===== src/rtl/cbfp_pkg.sv =====
`timescale 1ns / 1ps

package cbfp_pkg;

	localparam int NUM_SLOTS = 5;

	// Configuration register indexes
	localparam logic [7:0] REG_LEGACY_HOST_MODE = 8'd0;
	localparam logic [7:0] REG_RECEIVE_ENABLE   = 8'd1;

	// Command codes
	localparam logic [7:0] CMD_CHAR_B      = 8'h62;
	localparam logic [7:0] CMD_CHAR_S      = 8'h73;
	localparam logic [7:0] CMD_DOT         = 8'h2E;
	localparam logic [7:0] CMD_CHAR_UPPERZ = 8'h5A;
	localparam logic [7:0] CMD_CHAR_Z      = 8'h7A;
	localparam logic [7:0] CMD_CHAR_V      = 8'h76;
	localparam logic [7:0] CMD_H30         = 8'h30;
	localparam logic [7:0] CMD_H31         = 8'h31;
	localparam logic [7:0] CMD_H32         = 8'h32;
	localparam logic [7:0] CMD_H41         = 8'h41;
	localparam logic [7:0] CMD_CHAR_P      = 8'h70;
	localparam logic [7:0] CMD_CHAR_D      = 8'h64;
	localparam logic [7:0] CMD_H10         = 8'h10;
	localparam logic [7:0] CMD_H12         = 8'h12;
	localparam logic [7:0] CMD_H13         = 8'h13;
	localparam logic [7:0] CMD_H14         = 8'h14;
	localparam logic [7:0] CMD_H20         = 8'h20;
	localparam logic [7:0] CMD_H21         = 8'h21;
	localparam logic [7:0] CMD_H40         = 8'h40;
	localparam logic [7:0] CMD_H11         = 8'h11;
	localparam logic [7:0] CMD_TIME_SYNC   = 8'h74;

	typedef struct packed {
		logic       known;
		logic [2:0] len;
	} code_info_t;

	typedef struct packed {
		logic [7:0]                command_code;
		logic [2:0]                payload_length;
		logic [NUM_SLOTS-1:0][7:0] payload;
	} frame_t;

	function automatic code_info_t lookup_code(input logic [7:0] code, input logic legacy);
		code_info_t info;
		info.known = 1'b1;
		info.len   = 3'd0;
		case (code)
			CMD_CHAR_B, CMD_CHAR_S, CMD_DOT, CMD_CHAR_UPPERZ, CMD_CHAR_Z, CMD_CHAR_V,
			CMD_H30, CMD_H31, CMD_H32, CMD_H41: info.len = 3'd0;
			CMD_CHAR_P, CMD_CHAR_D, CMD_H10, CMD_H12, CMD_H13, CMD_H14,
			CMD_H20, CMD_H21, CMD_H40: info.len = 3'd1;
			CMD_H11: info.len = 3'd2;
			CMD_TIME_SYNC: info.len = legacy ? 3'd4 : 3'd5;
			default: info.known = 1'b0;
		endcase
		return info;
	endfunction

endpackage


===== src/rtl/cbfp_assembler.sv =====
`timescale 1ns / 1ps

module cbfp_assembler import cbfp_pkg::*; #(
	parameter int MAX_PAYLOAD = 5
) (
	input  logic       clk,
	input  logic       arst_n,
	input  logic       step,
	input  logic [7:0] rx_byte,
	input  logic       legacy_host_mode,
	input  logic       receive_enable,
	output logic       emit,
	output frame_t     frame
);

	localparam int IW = $clog2(MAX_PAYLOAD);

	logic             collecting_q;
	logic [7:0]       code_q;
	logic [IW-1:0]    gathered_q;
	logic [2:0]       expected_q;
	logic [7:0]       store_q [MAX_PAYLOAD];

	code_info_t       info;
	logic             take;
	logic             gather;
	logic [IW:0]      gathered_inc;
	logic             done;

	assign info         = lookup_code(rx_byte, legacy_host_mode);
	assign take         = step && receive_enable;
	assign gather       = take && collecting_q;
	assign gathered_inc = {1'b0, gathered_q} + (IW+1)'(1);
	assign done         = gathered_inc >= (IW+1)'(expected_q);

	always_comb begin
		emit                 = 1'b0;
		frame.command_code   = code_q;
		frame.payload_length = expected_q;
		frame.payload        = '0;
		if (take && !collecting_q) begin
			// zero-length command closes on its own code byte
			emit                 = info.known && (info.len == 3'd0);
			frame.command_code   = rx_byte;
			frame.payload_length = 3'd0;
		end else if (gather && done) begin
			emit = 1'b1;
			for (int i = 0; i < NUM_SLOTS; i++) begin
				if (3'(i) < expected_q) begin
					// last byte bypasses the store
					frame.payload[i] = (IW'(i) == gathered_q) ? rx_byte : store_q[i];
				end
			end
		end
	end

	always_ff @(posedge clk or negedge arst_n) begin
		if (!arst_n) begin
			collecting_q <= 1'b0;
			code_q       <= '0;
			gathered_q   <= '0;
			expected_q   <= '0;
		end else if (take) begin
			if (!collecting_q) begin
				if (info.known) begin
					code_q       <= rx_byte;
					gathered_q   <= '0;
					expected_q   <= info.len;
					collecting_q <= (info.len != 3'd0);
				end
			end else if (done) begin
				collecting_q <= 1'b0;
				gathered_q   <= '0;
				expected_q   <= '0;
			end else begin
				gathered_q <= gathered_inc[IW-1:0];
			end
		end
	end

	always_ff @(posedge clk) begin
		if (gather) begin
			store_q[gathered_q] <= rx_byte;
		end
	end

endmodule


===== src/rtl/command_byte_frame_parser.sv =====
`timescale 1ns / 1ps

// Command byte frame parser. Received bytes enter one word per cycle on the
// in channel while in_stall is low. While idle, a byte is taken as a command
// code and looked up for its payload length (0, 1, 2, 4 or 5 bytes; time
// sync 0x74 carries 4 bytes in legacy host mode and 5 otherwise); unknown
// codes are dropped with no result. Payload bytes are then gathered until the
// frame is complete, and one result word carries the code, the payload length
// and five payload slots, unused slots zero. A zero-length command yields its
// result on the code byte itself. Throughput is one byte per cycle while
// in_stall is low: the byte is registered, the lookup and frame update are
// combinational, and the result is registered. in_stall rises only while a
// byte waits behind a result held by out_stall. Configuration: index 0
// legacy_host_mode (reset 0), index 1 receive_enable (reset 1; when 0 bytes
// are taken and ignored, a partial frame is kept). Other indexes are ignored.
// Write configuration only while the block is idle.
module command_byte_frame_parser import cbfp_pkg::*; #(
	parameter int MAX_PAYLOAD = 5
) (
	input  logic       clk,
	input  logic       arst_n,
	// input byte channel
	input  logic       in_valid,
	output logic       in_stall,
	input  logic [7:0] rx_byte,
	// result channel
	output logic       out_valid,
	input  logic       out_stall,
	output logic [7:0] command_code,
	output logic [2:0] payload_length,
	output logic [7:0] payload_byte_0,
	output logic [7:0] payload_byte_1,
	output logic [7:0] payload_byte_2,
	output logic [7:0] payload_byte_3,
	output logic [7:0] payload_byte_4,
	// configuration write channel
	input  logic       cfg_valid,
	output logic       cfg_ready,
	input  logic [7:0] cfg_index,
	input  logic [7:0] cfg_data
);

	logic       legacy_q;
	logic       enable_q;
	logic       valid_s1;
	logic [7:0] byte_s1;
	logic       valid_s2;
	frame_t     frame_s2;
	logic       advance;
	logic       accept;
	logic       emit;
	frame_t     frame;

	// Advance the registered byte whenever the result register can take a word.
	assign advance   = valid_s1 && !(valid_s2 && out_stall);
	assign in_stall  = valid_s1 && valid_s2 && out_stall;
	assign accept    = in_valid && !in_stall;
	assign cfg_ready = 1'b1;

	always_ff @(posedge clk or negedge arst_n) begin
		if (!arst_n) begin
			legacy_q <= 1'b0;
			enable_q <= 1'b1;
		end else if (cfg_valid) begin
			case (cfg_index)
				REG_LEGACY_HOST_MODE: legacy_q <= cfg_data[0];
				REG_RECEIVE_ENABLE:   enable_q <= cfg_data[0];
				default:              ;
			endcase
		end
	end

	// Input register: load on accept, drop once processed.
	always_ff @(posedge clk or negedge arst_n) begin
		if (!arst_n) begin
			valid_s1 <= 1'b0;
		end else begin
			valid_s1 <= accept || (valid_s1 && !advance);
		end
	end

	always_ff @(posedge clk) begin
		if (accept) begin
			byte_s1 <= rx_byte;
		end
	end

	cbfp_assembler #(
		.MAX_PAYLOAD(MAX_PAYLOAD)
	) u_assembler (
		.clk              (clk),
		.arst_n           (arst_n),
		.step             (advance),
		.rx_byte          (byte_s1),
		.legacy_host_mode (legacy_q),
		.receive_enable   (enable_q),
		.emit             (emit),
		.frame            (frame)
	);

	// Result register: hold while stalled, replace or clear otherwise.
	always_ff @(posedge clk or negedge arst_n) begin
		if (!arst_n) begin
			valid_s2 <= 1'b0;
		end else if (advance) begin
			valid_s2 <= emit;
		end else if (!out_stall) begin
			valid_s2 <= 1'b0;
		end
	end

	always_ff @(posedge clk) begin
		if (advance && emit) begin
			frame_s2 <= frame;
		end
	end

	assign out_valid      = valid_s2;
	assign command_code   = frame_s2.command_code;
	assign payload_length = frame_s2.payload_length;
	assign payload_byte_0 = frame_s2.payload[0];
	assign payload_byte_1 = frame_s2.payload[1];
	assign payload_byte_2 = frame_s2.payload[2];
	assign payload_byte_3 = frame_s2.payload[3];
	assign payload_byte_4 = frame_s2.payload[4];

endmodule

===== config.mk =====
export PLATFORM = sky130hd
export DESIGN_NAME = command_byte_frame_parser
export DESIGN_NICKNAME = d
export VERILOG_FILES = /design/src/rtl/cbfp_pkg.sv /design/src/rtl/cbfp_assembler.sv /design/src/rtl/command_byte_frame_parser.sv
export SDC_FILE = /design/constraint.sdc
export NUM_CORES = 1
export LEC_CHECK = 0
export BUFFER_PORTS_ARGS = -buffer_cell sky130_fd_sc_hd__buf_4
export CAP_MARGIN = 20
export CORE_MARGIN = 5
export CORE_UTILIZATION = 51
export CTS_CLUSTER_SIZE = 16
export DETAILED_ROUTE_END_ITERATION = 12
export PLACE_DENSITY = 0.74
export SETUP_SLACK_MARGIN = 0.3
export SLEW_MARGIN = 20
export SYNTH_ARGS = -nofsm -noshare
export SYNTH_HDL_FRONTEND = slang
export SYNTH_SLANG_ARGS = --single-unit

===== constraint.sdc =====
create_clock -name clk -period 5.4 [get_ports clk]
set_clock_uncertainty 0.15 [all_clocks]
set_input_delay 0.81 -clock clk [delete_from_list [all_inputs] [get_ports clk]]
set_output_delay 0.81 -clock clk [all_outputs]
set_load 0.05 [all_outputs]

==> results.ini <==
[critical_path]
crit_family = compound AO/OA/AOI/OAI gates
critPathRequiredTime_ns = 5.43
r2r_cells = 9
cpPeakStageDelay_ns = 0.49
path_depth = 9
slowest_stage = o21ai_1
critical_path_arrival_ns = 3.54
worst_path_most_repeated_cell = ha_1
worst-path-buf-inv = 3
cp_max_fo = 31
critPathCaptureType = flop
worstSetupStartpointType = flop
critPathKind = reg -> reg
path_cells = ha_1, ha_1, inv_1, ha_1, inv_1, o21ai_1, nand2_1, o21ai_4, buf_4

[routing]
drt_wl_total_um = 10170
dr.first_iter.drc_count = 289
viasPerCell = 5.527
wl_per_cell_um = 16.48
ant_nets = 0
drc = 0
dr.pass1.iters = 5
vias = 3410

[power]
p_leak_nw = 2.615
ir_worst_vdd_v = 0.0001923
p_clk_frac = 0.495
pwr-share-seq = 0.467
power-per-cell-area_nw_per_um2 = 351.3
p_comb_frac = 0.038
p_switching_w = 0.0004521
intPower_w = 0.001769
switching_share = 0.2035

[timing]
fmax_mhz = 284.6
post-route-min-period_ns = 3.513
setup-tns-final_ns = 0
worst_pin_slew_ns = 0.9332
setup_viol_count_final = 0
fin_crit_sh = 0.6506
rsz0062_at_grt = false
final_max_slew_viol_count = 0
hold_violations = 0
relSlewSlack = 0.3680

[logic_synthesis]
synth_area_um2 = 5037
syn-num-nets = 429
synthCells = 392
ys_seq_area_frac = 0.6848
yosys_warnings = 0
syn_area_per_cell_um2 = 12.85
synth-edff-count = 99
synthTopCellsByCount = 99 x edfxtp_1, 61 x nand2_1, 38 x nand3_1, 35 x a21oi_1, 18 x dfrtp_1
ys_types = 53
synthFlopType = edfxtp_1
synth_top_area_frac = 0.5902
synth-seq-cells = 118
yosysTopAreaCell = edfxtp_1
yosysMostFrequentCell = edfxtp_1
ys_top_cells_by_area = edfxtp_1 59%, dfrtp_1 8.9%, nand2_1 4.5%, nand3_1 3.8%, a21oi_1 3.5%
async_reset_ff_frac = 0.1610

[final_layout]
syn2layout_area_growth_pct = 25.51
num_antenna_cells = 0
multi_input_area_um2 = 1476
ff_latch_area_um2 = 3450
final.fill_count = 717
fin_cells = 617
drive_gt1_frac = 0.2624
nets = 508

[placement]
gp_congestion = 0.8586
placed_cells = 584
dp_hpwl_um = 6467
io_buffers = 74

[die]
fp.coreArea_um2 = 9684
die_area_um2 = 11970
start_util = 0.5202
io_pins = 83
fp.dieH_um = 109.4
die_w_um = 109.4
num_rows = 36

[grt]
grt_max_degree = 32
antenna_found_initial = 0
grt_pass1_wl_um = 16330
track_usage = 0.1835
grt-ovfl-total = 0
grt_pass1_vias = 3266

[clock_network]
htree_levels = 4
cts_tree = yes
clk_pin_slew_ns = 0.05
numCtsBuffers = 17
cts_resized = 0
cts_root_buffer = clkbuf_8
clock_latency_ns = 0.51
clock_sinks = 118
clk_path_buf_depth = 2
post_cts_buffers = 0

[outcome]
status = complete, no violations

[flow_run]
maxCapViolations = 0

[hold_path]
hp-class = in -> reg
hold_path_depth = 1

## power groups by stage
stage               combinational [W]  clock (W)  sequential [W]
floorplan                   0.0000510          0         0.00104
global placement            0.0000811          0         0.00105
detailed placement          0.0000831          0         0.00105
CTS                         0.0000838    0.00112         0.00104
global route                0.0000910    0.00116         0.00104
finish                      0.0000835    0.00110         0.00104
## what timing repair did
item | 4_1_cts | 5_1_grt
hold endpoints to repair | 4 | 0
setup endpoints to repair | 0 | 0
hold buffers | 1 | 0
## logic make-up (layout without fill, tap and decap cells)
group / Yosys count / after routing / synth area share
other: 1 / 1 / 0.0007444
XOR/XNOR: 1 / 1 / 0.001739
flip-flops: 118 / 118 / 0.6848
AND/OR/NAND/NOR: 149 / 149 / 0.1416
buffers and inverters: 32 / 124 / 0.02558
multiplexers: 17 / 17 / 0.03577
adder cells (fa/ha/maj): 8 / 8 / 0.01987
AO/OA/AOI/OAI: 66 / 66 / 0.08992
## area by class of cell
type,count,share of cell area
multi-input cells,242,0.2335
clock inverters,14,0.02593
well taps,133,0.02632
repair buffers,80,0.09539
clock buffers,18,0.06610
inverters,12,0.007124
flip-flops and latches,118,0.5456
## registers in the layout, summed over array words and instances, names as in the netlist, 8 cells and up
signal,cells
payload_byte_4,8
byte_s1,8
payload_byte_3,8
u_assembler.store_q,40
payload_byte_1,8
u_assembler.code_q,8
command_code,8
payload_byte_0,8
payload_byte_2,8
## through the flow
step | hold slack (ns) | area [um^2] | util | worst slack [ns] | total power, W
floorplan | 0.3034 | 5037 | - | 1.063 | 0.001094
global placement | 0.3184 | 5731 | 0.5917 | 1.841 | 0.001135
detailed placement | 0.3249 | 5731 | 0.5917 | 1.805 | 0.001138
CTS | 0.2871 | 6322 | 0.6528 | 1.882 | 0.002240
global route | 0.2945 | 6322 | 0.6528 | 1.626 | 0.002289
finish | 0.3186 | 6322 | 0.6528 | 1.887 | 0.002221
## worst paths after layout
path / to / from / slack (ns)
min: byte_s1[4]$_DFFE_PP_ / rx_byte[4] / 0.32
min in group asynchronous: out_valid$_DFFE_PN0P_ / arst_n / 0.57
min reg2reg: u_assembler.code_q[7]$_DFFE_PN0P_ / u_assembler.code_q[7]$_DFFE_PN0P_ / 0.34
max in group asynchronous: enable_q$_DFFE_PN1P_ / arst_n / 4.27
max: payload_byte_1[7]$_SDFFCE_PP0P_ / u_assembler.gathered_q[0]$_DFFE_PN0P_ / 1.89
max reg2reg: payload_byte_1[7]$_SDFFCE_PP0P_ / u_assembler.gathered_q[0]$_DFFE_PN0P_ / 1.89
## placed cells by master, fill, tap and decap left out, types with 2 or more instances in the layout
cell,instances
o211ai_1,2
nor2b_1,2
o2111ai_1,2
o31ai_1,2
mux2i_1,9
nor3_1,5
and2_1,3
ha_1,8
buf_4,79
nor4_1,3
inv_1,12
bufinv_16,4
nand2_1,61
clkinv_2,5
edfxtp_1,99
clkinv_1,5
a31o_2,4
a21oi_1,35
or3_1,2
nand3_1,38
nor2_1,16
o21ai_0,3
and3_1,5
nor4b_1,2
clkbuf_16,16
nor3b_1,2
mux2_2,8
o32ai_1,2
dfrtp_1,18
or2_2,2
a31oi_1,2
## metal layers
metal	wire (um)	vias to the layer above	global-route usage
met5	0	-	0
met4	263	0	0.1024
met3	690	19	0.04756
met2	4778	143	0.2855
met1	4437	1627	0.2345
li1	-	1621	-
Power figures use the tool's default switching activity.
